## src/hw/rtl/vbd_pkg.sv

```systemverilog
// shared types and constants for the volume box downsampler
package vbd_pkg;

    localparam int unsigned DEF_MAX_SIZE_X = 256;
    localparam int unsigned DEF_MAX_SIZE_Y = 256;
    localparam int unsigned DEF_MAX_SIZE_Z = 256;

    localparam int unsigned SAMPLE_W = 16;
    localparam int unsigned SUM_W    = 19;
    localparam int unsigned SIZE_W   = 9;
    localparam int unsigned CFG_IDX_W = 2;

    localparam logic [CFG_IDX_W-1:0] REG_SIZE_X = 2'd0;
    localparam logic [CFG_IDX_W-1:0] REG_SIZE_Y = 2'd1;
    localparam logic [CFG_IDX_W-1:0] REG_SIZE_Z = 2'd2;

    localparam logic [SIZE_W-1:0] SIZE_RESET = 9'd256;

    localparam logic signed [SAMPLE_W-1:0] SAMPLE_MAX = 16'sh7fff;
    localparam logic signed [SAMPLE_W-1:0] SAMPLE_MIN = -16'sh8000;

    typedef struct packed {
        logic signed [SAMPLE_W-1:0] mean_value;
        logic                       mean_valid;
        logic                       frame_end;
        logic signed [SAMPLE_W-1:0] frame_min;
        logic signed [SAMPLE_W-1:0] frame_max;
    } result_t;

endpackage

```

## src/hw/rtl/vbd_front.sv

```systemverilog
// front end: position tracking, cell classification, frame min and max
module vbd_front
    import vbd_pkg::*;
#(
    parameter int unsigned MAX_SIZE_X = DEF_MAX_SIZE_X,
    parameter int unsigned MAX_SIZE_Y = DEF_MAX_SIZE_Y,
    parameter int unsigned MAX_SIZE_Z = DEF_MAX_SIZE_Z,
    parameter int unsigned ADDR_W     = 14
)
(
    input  logic                       clk,
    input  logic                       rst_n,
    input  logic                       in_fire,
    input  logic signed [SAMPLE_W-1:0] in_sample,
    input  logic                       cfg_fire,
    input  logic [CFG_IDX_W-1:0]       cfg_index,
    input  logic [SIZE_W-1:0]          cfg_data,
    output logic [ADDR_W-1:0]          op_addr,
    output logic                       op_first,
    output logic                       op_last,
    output logic                       op_fend,
    output logic signed [SAMPLE_W-1:0] op_min,
    output logic signed [SAMPLE_W-1:0] op_max
);
    localparam int unsigned PX_W = $clog2(MAX_SIZE_X + 1);
    localparam int unsigned PY_W = $clog2(MAX_SIZE_Y + 1);
    localparam int unsigned PZ_W = $clog2(MAX_SIZE_Z + 1);
    localparam int unsigned HALF_Z = MAX_SIZE_Z / 2;
    localparam int unsigned DEPTH = (MAX_SIZE_Y / 2) * (MAX_SIZE_Z / 2);
    localparam int unsigned EW = 13;

    logic [SIZE_W-1:0] size_x_reg, size_y_reg, size_z_reg;
    logic [PX_W-1:0] pos_x_reg, pos_x_next;
    logic [PY_W-1:0] pos_y_reg, pos_y_next;
    logic [PZ_W-1:0] pos_z_reg, pos_z_next;
    logic signed [SAMPLE_W-1:0] min_reg, min_next, max_reg, max_next;
    logic [EW-1:0] ex, ey, ez;
    logic [31:0] addr_full;

    function automatic logic [EW-1:0] clamp(input logic [SIZE_W-1:0] v, input int unsigned m);
        logic [EW-1:0] r;
        begin
            r = EW'(v);
            if (r < EW'(2))
                r = EW'(2);
            else if (r > EW'(m))
                r = EW'(m);
            return r;
        end
    endfunction

    always_comb
    begin
        ex = clamp(size_x_reg, MAX_SIZE_X);
        ey = clamp(size_y_reg, MAX_SIZE_Y);
        ez = clamp(size_z_reg, MAX_SIZE_Z);
        addr_full = 32'(pos_y_reg >> 1) * 32'(HALF_Z) + 32'(pos_z_reg >> 1);
        if (addr_full >= 32'(DEPTH))
            addr_full = '0;
        op_addr  = addr_full[ADDR_W-1:0];
        op_first = !(pos_x_reg[0] | pos_y_reg[0] | pos_z_reg[0]);
        op_last  = pos_x_reg[0] & pos_y_reg[0] & pos_z_reg[0];
        min_next = (in_sample < min_reg) ? in_sample : min_reg;
        max_next = (in_sample > max_reg) ? in_sample : max_reg;
        op_min   = min_next;
        op_max   = max_next;
        op_fend  = (EW'(pos_x_reg) + EW'(1) >= ex) && (EW'(pos_y_reg) + EW'(1) >= ey)
                && (EW'(pos_z_reg) + EW'(1) >= ez);
        pos_x_next = pos_x_reg;
        pos_y_next = pos_y_reg;
        pos_z_next = pos_z_reg + PZ_W'(1);
        if (op_fend)
        begin
            pos_x_next = '0;
            pos_y_next = '0;
            pos_z_next = '0;
        end
        else if (EW'(pos_z_next) >= ez)
        begin
            pos_z_next = '0;
            pos_y_next = pos_y_reg + PY_W'(1);
            if (EW'(pos_y_next) >= ey)
            begin
                pos_y_next = '0;
                pos_x_next = pos_x_reg + PX_W'(1);
            end
        end
    end

    always_ff @(posedge clk or negedge rst_n)
    begin
        if (!rst_n)
        begin
            size_x_reg <= SIZE_RESET;
            size_y_reg <= SIZE_RESET;
            size_z_reg <= SIZE_RESET;
            pos_x_reg  <= '0;
            pos_y_reg  <= '0;
            pos_z_reg  <= '0;
            min_reg    <= SAMPLE_MAX;
            max_reg    <= SAMPLE_MIN;
        end
        else if (cfg_fire)
        begin
            if (cfg_index == REG_SIZE_X || cfg_index == REG_SIZE_Y || cfg_index == REG_SIZE_Z)
            begin
                case (cfg_index)
                    REG_SIZE_X: size_x_reg <= cfg_data;
                    REG_SIZE_Y: size_y_reg <= cfg_data;
                    default:    size_z_reg <= cfg_data;
                endcase
                pos_x_reg <= '0;
                pos_y_reg <= '0;
                pos_z_reg <= '0;
                min_reg   <= SAMPLE_MAX;
                max_reg   <= SAMPLE_MIN;
            end
        end
        else if (in_fire)
        begin
            pos_x_reg <= pos_x_next;
            pos_y_reg <= pos_y_next;
            pos_z_reg <= pos_z_next;
            min_reg   <= op_fend ? SAMPLE_MAX : min_next;
            max_reg   <= op_fend ? SAMPLE_MIN : max_next;
        end
    end
endmodule

```

## config.mk

```make
export PLATFORM = sky130hd
export DESIGN_NAME = vbd_front
export DESIGN_NICKNAME = d
export VERILOG_FILES = /design/src/hw/rtl/vbd_pkg.sv /design/src/hw/rtl/vbd_front.sv
export SDC_FILE = /design/constraint.sdc
export NUM_CORES = 1
export LEC_CHECK = 0
export BUFFER_PORTS_ARGS = -buffer_cell sky130_fd_sc_hd__buf_2
export CAP_MARGIN = 25
export CELL_PAD_IN_SITES_DETAIL_PLACEMENT = 1
export CELL_PAD_IN_SITES_GLOBAL_PLACEMENT = 2
export CORE_AREA = 3 3 156 113
export CTS_CLUSTER_SIZE = 28
export DETAILED_ROUTE_END_ITERATION = 12
export DIE_AREA = 0 0 159 116
export GPL_TIMING_DRIVEN = 1
export PLACE_DENSITY_LB_ADDON = 0.1
export SYNTH_ARGS = -nofsm -noshare
export SYNTH_HDL_FRONTEND = slang
export SYNTH_SLANG_ARGS = --single-unit
```

## constraint.sdc

```tcl
create_clock -name clk -period 3.5 [get_ports clk]
set_input_delay 0 -clock clk [delete_from_list [all_inputs] [get_ports clk]]
set_output_delay 0 -clock clk [all_outputs]
set_load 0.05 [all_outputs]
```

==> results.yml, run 1 <==
outcome:
  status: "complete, no violations"
place:
  hpwl_microns: 13500
  io_buffers: 79
  place_congestion: 0.866
  place_inst: 912
route:
  vias_per_cell: 5.23
  final_antenna_net_count: 0
  routed_wl_microns: 17500
  drc_errors: 0
  vias: 4997
  drt_iter0_markers: 209
  drtPass1Iterations: 4
  wire_per_inst_microns: 18.3
synthesis:
  synth-seq-area-share_pct: 36.6
  synthTopCellsByCount: "nand2_1, dfrtp_1, ha_1, o21ai_0, inv_1"
  syn-instance-count: 608
  yosysUniqueCellTypes: 65
  synth_nets: 702
  synth-seq-cells: 86
  async_flop_share_pct: 100
  synth_top_area_cell: "dfrtp_1"
  synth_ff_type: "dfrtp_1"
  synth.area.top_cells: "dfrtp_1, ha_1, dfstp_2, mux2_2, nand2_1"
  avgSynthCellArea_sq_um: 9.78
  synth-edff-count: 0
  synth_area_sq_mm: 0.00595
  synth_most_common_cell: "nand2_1"
  synth_top_area_share_pct: 28.2
  yosysWarningCount: 0
sta:
  fin_tns_setup_ns: 0
  fin_crit_sh_pct: 94.0
  fmax_mhz: 304
  rsz0062_at_grt: "no"
  hold_violations: 0
  finalClockSkew_ns: 0.00833
  setup_viol: 0
  relSlewSlack_pct: 37.7
  worstMarginPinSlew_ns: 0.934
  slew_viol_final: 0
  layout_min_cycle_time_ns: 3.29
finish:
  final_cells: 955
  drive_above_1_share_pct: 26.2
  layout.nets: 819
  n_fill_cell: 1855
  diodes: 0
  area_growth_pct: 22.7
hold_path:
  hold_depth: 5
  hold_class: "in -> reg"
  min_from: "cfg_index[1]"
  min_delay_worst_endpoint: "size_x_reg[8]"
grt:
  grtUsageMet2_pct: 28.7
  grt.total_usage_pct: 19.8
  grt_util_met3_pct: 3.32
  met1_usage_pct: 30.8
  gr-total-overflow: 0
  grt_max_degree: 69
  grt_pass1_vias: 5251
  grt.busiest_layer: "met1"
  antenna_found_initial: 0
  grt_pass1_wl_microns: 28800
cts:
  ctsHtreeMaxLevel: 3
  cts_tree: "done"
  cts_root_buffer: "clkbuf_16"
  clock_path_buffers: 2
  cts_buffers: 9
  clk_pin_slew_ns: 0.07
  clkLatencyLatePin_ns: 0.34
  clock-sinks: 86
power:
  p_switching_w: 0.00149
  p_int_w: 0.00219
  sequentialPowerShare_pct: 33.8
  p_per_area_mw_per_mm2: 505
  switching_share_pct: 40.5
  p_leak_nw: 3.59
  pwr-share-clk_pct: 26.7
  pwr-share-comb_pct: 39.5
  ir_worst_vdd_mv: 0.405
setup_path:
  critPathLaunchType: "flip-flop"
  path_class: "reg -> reg"
  critPathRequiredTime_ns: 3.77
  r2r_start: "pos_x_reg[2]"
  reg2regPathDepth: 12
  cp-end-kind: "flip-flop"
  rr_endpoint: "min_reg[5]"
  cp_max_fo: 15
  arrival_ns: 3.56
  r2r_slack_ns: 0.21
floorplanning:
  initial_utilization_pct: 36.7
  num_rows: 39
  die_height_microns: 116
  io_pins: 80
  die_area_sq_mm: 0.0184
  fp.dieW_microns: 159
  core_sq_mm: 0.0162
flow_run:
  cap_violations: 0
[routing by layer]
layer / part of all wire (%) / vias up
met5: 0 / -
met3: 3.3 / 11
met2: 40 / 85
met1: 56 / 2460
li1: - / 2441
met4: 0.78 / 0
[layout by cell type, fill, tap and decap left out, types with 19 or more instances in the layout]
cell	instances
a22o_1	22
nand2_1	75
inv_1	41
mux2_2	28
dfrtp_1	66
o21ai_0	47
buf_4	20
buf_2	78
dlygate4sd3_1	26
dfstp_2	19
ha_1	63
[worst max-delay path, stage by stage, from the launching register on]
cell,delay [ns]
dfrtp_1,0.43
and4_1,0.25
nand4_1,0.19
or2_2,0.34
nand2_1,0.10
ha_1,0.25
and4_1,0.25
a21oi_1,0.18
o221ai_2,0.13
a41oi_4,0.31
nor2_4,0.10
o31a_4,0.44
o22a_1,0.23
[area by class of cell]
cell class | count | area, sq um | share of cell area, %
clock inverters | 5 | 58.8 | 0.806
flip-flops and latches | 86 | 2180 | 29.8
well taps | 225 | 282 | 3.86
inverters | 45 | 169 | 2.31
repair buffers | 126 | 841 | 11.5
clock buffers | 11 | 243 | 3.33
multi-input cells | 457 | 3530 | 48.3
[timing repair]
| action | 4_1_cts | 5_1_grt |
|---|---|---|
| gates resized for setup | 0 | 8 |
| endpoints found under the hold margin | 105 | 0 |
| hold buffers | 26 | 0 |
| buffers inserted | 0 | 1 |
| endpoints found under the setup margin | 0 | 57 |
[power by group through the flow]
| stage | sequential (W) | clock, W | combinational, W |
|---|---|---|---|
| floorplan | 0.00123 | 0 | 0.00103 |
| global placement | 0.00125 | 0 | 0.00140 |
| detailed placement | 0.00126 | 0 | 0.00143 |
| CTS | 0.00124 | 0.00101 | 0.00146 |
| global route | 0.00126 | 0.00106 | 0.00159 |
| finish | 0.00125 | 0.000983 | 0.00146 |
[through the flow]
stage / utilization (%) / total power (W) / worst slack, ns / instance area [sq um] / hold slack [ns]
final: 45.0 / 0.00368 / 0.210 / 7300 / 0.223
after global placement: 41.3 / 0.00266 / 0.304 / 6690 / 0.180
after detailed placement: 41.3 / 0.00269 / 0.0614 / 6690 / 0.185
after floorplan: - / 0.00226 / 0.379 / 5950 / -0.296
after global routing: 45.0 / 0.00392 / 0.00771 / 7300 / 0.264
after CTS: 44.7 / 0.00371 / 0.0543 / 7250 / 0.225
[worst max path at each step]
stage,startpoint,endpoint,depth (start not counted)
floorplan,pos_x_reg[0],min_reg[10],14
global placement,pos_x_reg[0],min_reg[4],12
detailed placement,pos_x_reg[0],min_reg[5],13
CTS,pos_x_reg[0],min_reg[5],13
global route,pos_z_reg[2],min_reg[5],11
finish,pos_x_reg[2],min_reg[5],12
[cells by family after synthesis]
group	Yosys count	synth area share [%]
adder cells (fa/ha/maj)	63	13.3
buffers and inverters	65	4.76
AO/OA/AOI/OAI	165	21.3
flip-flops	86	36.6
XOR/XNOR	22	3.24
AND/OR/NAND/NOR	177	15.3
multiplexers	30	5.64
Note: power is estimated with default switching activity, not from simulation.
==> run 2, diff against run 1 <==
--- a/config.mk
+++ b/config.mk
@@ -11,6 +11,6 @@
 export CELL_PAD_IN_SITES_GLOBAL_PLACEMENT = 2
-export CORE_AREA = 3 3 156 113
+export CORE_AREA = 3 3 173 124
 export CTS_CLUSTER_SIZE = 28
 export DETAILED_ROUTE_END_ITERATION = 12
-export DIE_AREA = 0 0 159 116
+export DIE_AREA = 0 0 176 127
 export GPL_TIMING_DRIVEN = 1
--- a/constraint.sdc
+++ b/constraint.sdc
@@ -3,2 +3,2 @@
 set_output_delay 0 -clock clk [all_outputs]
-set_load 0.05 [all_outputs]
+set_load 0.01 [all_outputs]
==> run 2 against run 1 <==
  * Maximum frequency down 0.82%
  * Combinational power down 22%
  * First-iteration DRC count up 27%
  * Setup slack worse by 0.027 ns
  * Clock power up 0.9%
  * Total power down 8.4%
  * Non-clock buffer count up 11
  * Sequential share of layout area down 0.53 points
  * Highest routed layer unchanged
==> results.yml, run 2 (synthesized netlist as in run 1, its figures left out) <==
outcome:
  status: "complete, no violations"
route:
  drtPass1Iterations: 4
  routed_wl_microns: 18400
  vias: 5038
  wire_per_inst_microns: 18.2
  vias_per_cell: 4.98
  drt_iter0_markers: 265
  drc_errors: 0
  final_antenna_net_count: 0
setup_path:
  critPathRequiredTime_ns: 3.78
  path_class: "reg -> reg"
  arrival_ns: 3.60
  cp_max_fo: 4
  critPathLaunchType: "flip-flop"
  cp-end-kind: "flip-flop"
flow_run:
  cap_violations: 0
cts:
  clkLatencyLatePin_ns: 0.35
  cts_buffers: 9
  cts_root_buffer: "clkbuf_16"
  clock_path_buffers: 2
  ctsHtreeMaxLevel: 3
  clk_pin_slew_ns: 0.06
  clock-sinks: 86
  cts_tree: "done"
floorplanning:
  die_height_microns: 127
  num_rows: 43
  io_pins: 80
  initial_utilization_pct: 29.9
  fp.dieW_microns: 176
  core_sq_mm: 0.0199
  die_area_sq_mm: 0.0224
place:
  place_area_sq_mm: 0.00677
  place_congestion: 0.814
  place_inst: 961
  hpwl_microns: 14400
  io_buffers: 79
sta:
  fin_hold_ws_ns: 0.186
  slew_viol_final: 0
  layout_min_cycle_time_ns: 3.32
  setup_viol: 0
  hold_violations: 0
  rsz0062_at_grt: "yes"
  relSlewSlack_pct: 47.6
  finalClockSkew_ns: 0.00610
  fmax_mhz: 301
  fin_crit_sh_pct: 94.8
  worstMarginPinSlew_ns: 0.764
power:
  p_leak_nw: 3.64
  p_per_area_mw_per_mm2: 454
  p_total_w: 0.00337
  ir_worst_vdd_mv: 0.202
grt:
  grt_max_degree: 70
  antenna_found_initial: 0
  grt.total_usage_pct: 17.1
  grt_pass1_vias: 5368
  grt_pass1_wl_microns: 30000
  gr-total-overflow: 0
finish:
  area_growth_pct: 25.0
  diodes: 0
  final_cells: 1011
  final_cell_area_sq_mm: 0.00743
  layout.cells.most_common: "buf_2"
  fin_util_pct: 37.4
  final_cell_mix: "buf_2, nand2_1, dfrtp_1, ha_1, o21ai_0"
  layout.nets: 830
  drive_above_1_share_pct: 26.5
hold_path:
  hold_class: "in -> reg"
run 2: worst paths after layout:
path	from	to	slack [ns]	cells after the start
setup reg to reg	size_z_reg[4]	pos_x_reg[6]	0.18	12
setup / recovery	size_z_reg[4]	pos_x_reg[6]	0.18	12
max in group asynchronous	rst_n	pos_y_reg[6]	2.10	5
hold / removal	cfg_index[1]	size_x_reg[8]	0.19	5
hold reg to reg	max_reg[11]	max_reg[11]	0.50	1
min in group asynchronous	rst_n	max_reg[12]	0.58	3
run 2: power breakdown:
group	total, W	internal [W]	leakage (nW)	switching [W]
registers	0.00124	0.00115	1.07	0.0000957
logic	0.00114	0.000485	2.42	0.000653
clock network	0.000992	0.000593	0.142	0.000399
run 2: layout make-up:
cell class / count / area [sq um]
fill: 2261 / 12400
multi-input combinational: 457 / 3500
sequential: 86 / 2180
timing repair buffer: 137 / 946
tap: 270 / 338
clock buffer: 13 / 260
inverter: 45 / 169
clock inverter: 3 / 45.0
run 2: worst max-delay path: stages, from the launching register on:
cell	delay, ns
dfrtp_1	0.39
or4_1	0.52
nor4_1	0.28
nor3b_1	0.11
ha_1	0.28
nand2b_1	0.13
a31oi_1	0.29
o221ai_2	0.19
o22ai_2	0.27
o211ai_1	0.24
buf_4	0.19
nor3b_1	0.21
a221o_1	0.15
run 2: repair_timing:
item	in CTS	in global routing
hold endpoints to repair	105	2
hold buffers	26	1
buffers inserted	0	6
resized for setup	0	3
setup endpoints to repair	0	49
run 2: routing by layer:
metal | vias up | global-route usage [%] | routed length, microns
li1 | 2464 | - | -
met1 | 2491 | 27.0 | 10200
met2 | 72 | 24.5 | 7440
met3 | 11 | 2.79 | 619
met4 | 0 | 3.07 | 138
met5 | - | 0 | 0
run 2: stage by stage:
step                setup TNS, ns  worst slack (ns)
CTS                             0            0.0793
finish                          0             0.182
global route               -0.107           -0.0158
floorplan                       0             0.448
detailed placement              0            0.0959
global placement                0             0.263
==> run 3, diff against run 2 <==
- ABC_AREA: not set -> 1
- CORE_AREA: 3 3 173 124 -> 3 3 182 131
- DIE_AREA: 0 0 176 127 -> 0 0 185 134
==> run 3 against run 2 <==
  * Core utilization is 2.8 points lower
  * Cell count rose by 27%
  * Largest power group is now combinational cells
  * Total power increased by 22%
  * Clock skew increased by 0.0028 ns
  * Global-route usage shrank 0.62 points
  * Die area increased by 11%
  * Sequential power is 6% higher
  * Sequential share of layout area decreased by 1.2 points
  * Maximum frequency rose by 6.8%
  * Clock-buffer cell count decreased by 4
  * Register-to-register slack better by 0.22 ns
==> results.yml, run 3 <==
outcome:
  status: "complete, no violations"
finish:
  final_cell_mix: "nand2_1, inv_1, buf_2, nor2_1, dfrtp_1"
  diodes: 0
  n_fill_cell: 2789
  fin_util_pct: 34.6
  area_growth_pct: 16.3
  layout.cells.most_common: "nand2_1"
  drive_above_1_share_pct: 20.6
  layout.nets: 1086
cts:
  clk_pin_slew_ns: 0.07
  cts_buffers: 9
  cts_root_buffer: "clkbuf_16"
  clock_path_buffers: 2
  cts_tree: "done"
  ctsHtreeMaxLevel: 3
  clkLatencyLatePin_ns: 0.35
  clock-sinks: 86
sta:
  rsz0062_at_grt: "no"
  layout_min_cycle_time_ns: 3.11
  fin_crit_sh_pct: 88.8
  relSlewSlack_pct: 43.0
  hold_violations: 0
  fin_hold_ws_ns: 0.00198
  fmax_mhz: 322
  setup_viol: 0
  finalClockSkew_ns: 0.00888
  worstMarginPinSlew_ns: 0.855
  slew_viol_final: 0
  fin_tns_setup_ns: 0
route:
  routed_wl_microns: 19800
  met2WireLength_microns: 7670
  vias_per_cell: 4.56
  vias: 5857
  wl_met1_microns: 11300
  final_antenna_net_count: 0
  drtPass1Iterations: 4
  drc_errors: 0
  wl_met3_microns: 642
  wire_per_inst_microns: 15.4
  drt_iter0_markers: 204
  dr.max_layer_used: "met4"
synthesis:
  yosysWarningCount: 0
  synthTopCellsByCount: "nand2_1, inv_1, nor2_1, dfrtp_1, ha_1"
  synth_nets: 995
  synth-seq-area-share_pct: 32.7
  synth-seq-cells: 86
  synth-edff-count: 0
  synth_area_sq_mm: 0.00665
  synth_most_common_cell: "nand2_1"
  avgSynthCellArea_sq_um: 7.38
  syn-instance-count: 901
  yosysUniqueCellTypes: 44
  synth_top_area_cell: "dfrtp_1"
  async_flop_share_pct: 100
  synth_ff_type: "dfrtp_1"
  synth_top_area_share_pct: 25.2
  synth.area.top_cells: "dfrtp_1, nand2_1, ha_1, inv_1, dfstp_2"
grt:
  gr-total-overflow: 0
  grt.total_usage_pct: 16.5
  antenna_found_initial: 0
  grt_pass1_wl_microns: 32100
  grt_max_degree: 59
  grt_pass1_vias: 5796
setup_path:
  arrival_ns: 3.11
  worstSetupEndpoint: "op_min[14]"
  path_depth: 12
  cp-end-kind: "output port"
  cp-startpoint: "min_reg[13]"
  cp_top_family: "simple AND/OR/NAND/NOR gates"
  crit_buf_inv: 4
  crit_slowest_cell: "dfstp_2"
  crit_chain: "inv_1 > ha_1 > nand2_1 > inv_1 > o21ai_0 > nand2_1 > nor2_2 > nand3_1 > nand3_1 > nand2_1 > inv_1 > buf_2"
  r2r_slack_ns: 0.40
  cp_max_fo: 15
  critPathLaunchType: "flip-flop"
  r2r_start: "size_y_reg[4]"
  critPathRequiredTime_ns: 3.50
  reg2regPathDepth: 16
  critPathMaxStageDelay_ns: 0.53
  path_class: "reg -> out"
  rr_endpoint: "pos_x_reg[6]"
floorplanning:
  die_area_sq_mm: 0.0248
  initial_utilization_pct: 29.8
  io_pins: 80
  fp.dieW_microns: 185
  core_sq_mm: 0.0223
  die_height_microns: 134
  num_rows: 46
place:
  io_buffers: 79
  hpwl_microns: 15600
  place_congestion: 0.775
flow_run:
  cap_violations: 0
power:
  ir_worst_vdd_mv: 0.231
  p_leak_nw: 4.18
  p_per_area_mw_per_mm2: 533
hold_path:
  hold_class: "in -> reg"
-- run 3: cell type report --
| class | count | area, sq um | area share [%] |
|---|---|---|---|
| Inverter | 149 | 559 | 7.23 |
| Tap cell | 288 | 360 | 4.66 |
| Clock inverter | 7 | 78.8 | 1.02 |
| Sequential cell | 86 | 2180 | 28.1 |
| Multi-Input combinational cell | 644 | 3730 | 48.3 |
| Timing Repair Buffer | 102 | 603 | 7.79 |
| Clock buffer | 9 | 225 | 2.91 |
-- run 3: repair_timing --
action	CTS	global route
setup endpoints to repair	0	50
buffers inserted	0	1
gates resized for setup	0	3
hold buffers	8	0
endpoints found under the hold margin	60	0
-- run 3: through the flow --
step	setup WS (ns)	total power, W	area [sq um]	instances
after global placement	0.277	0.00313	7330	1260
after floorplan	0.740	0.00255	6650	901
after global routing	0.0570	0.00450	7740	1285
after CTS	0.148	0.00421	7720	1284
final	0.394	0.00412	7740	1285
after detailed placement	0.172	0.00314	7330	1260
-- run 3: kinds of logic (layout without fill, tap and decap cells) --
kind of cell	Yosys count	after routing	share of synthesized area, %
XOR/XNOR	21	21	2.77
buffers and inverters	171	267	11.3
AO/OA/AOI/OAI	116	116	11.1
AND/OR/NAND/NOR	444	444	30.2
adder cells (fa/ha/maj)	63	63	11.9
flip-flops	86	86	32.7
-- run 3: layer usage --
metal / vias to the layer above / GRT usage (%)
met5: - / 0
met1: 2731 / 26.9
li1: 3045 / -
met3: 9 / 2.58
met2: 72 / 22.6
met4: 0 / 3.12
-- run 3: tightest hold or removal path, cell delays in order --
cell	delay (ns)
buf_2	0.07
inv_1	0.08
o21ai_0	0.16
-- run 3: worst min path at each step --
stage | from | endpoint | slack [ns] | cells after the start
after floorplan | rst_n | max_reg[0] | -0.30 | 0
after global placement | rst_n | pos_y_reg[5] | 0.16 | 1
after detailed placement | rst_n | pos_y_reg[5] | 0.17 | 1
after CTS | cfg_data[6] | size_z_reg[6] | 0.006 | 3
after global routing | cfg_data[6] | size_z_reg[6] | 0.05 | 3
final | cfg_data[6] | size_z_reg[6] | 0.002 | 3
-- run 3: report_power, final --
part	internal (W)	switching (W)	total (W)
combinational	0.000625	0.00116	0.00178
clock	0.000563	0.000456	0.00102
sequential	0.00118	0.000139	0.00132
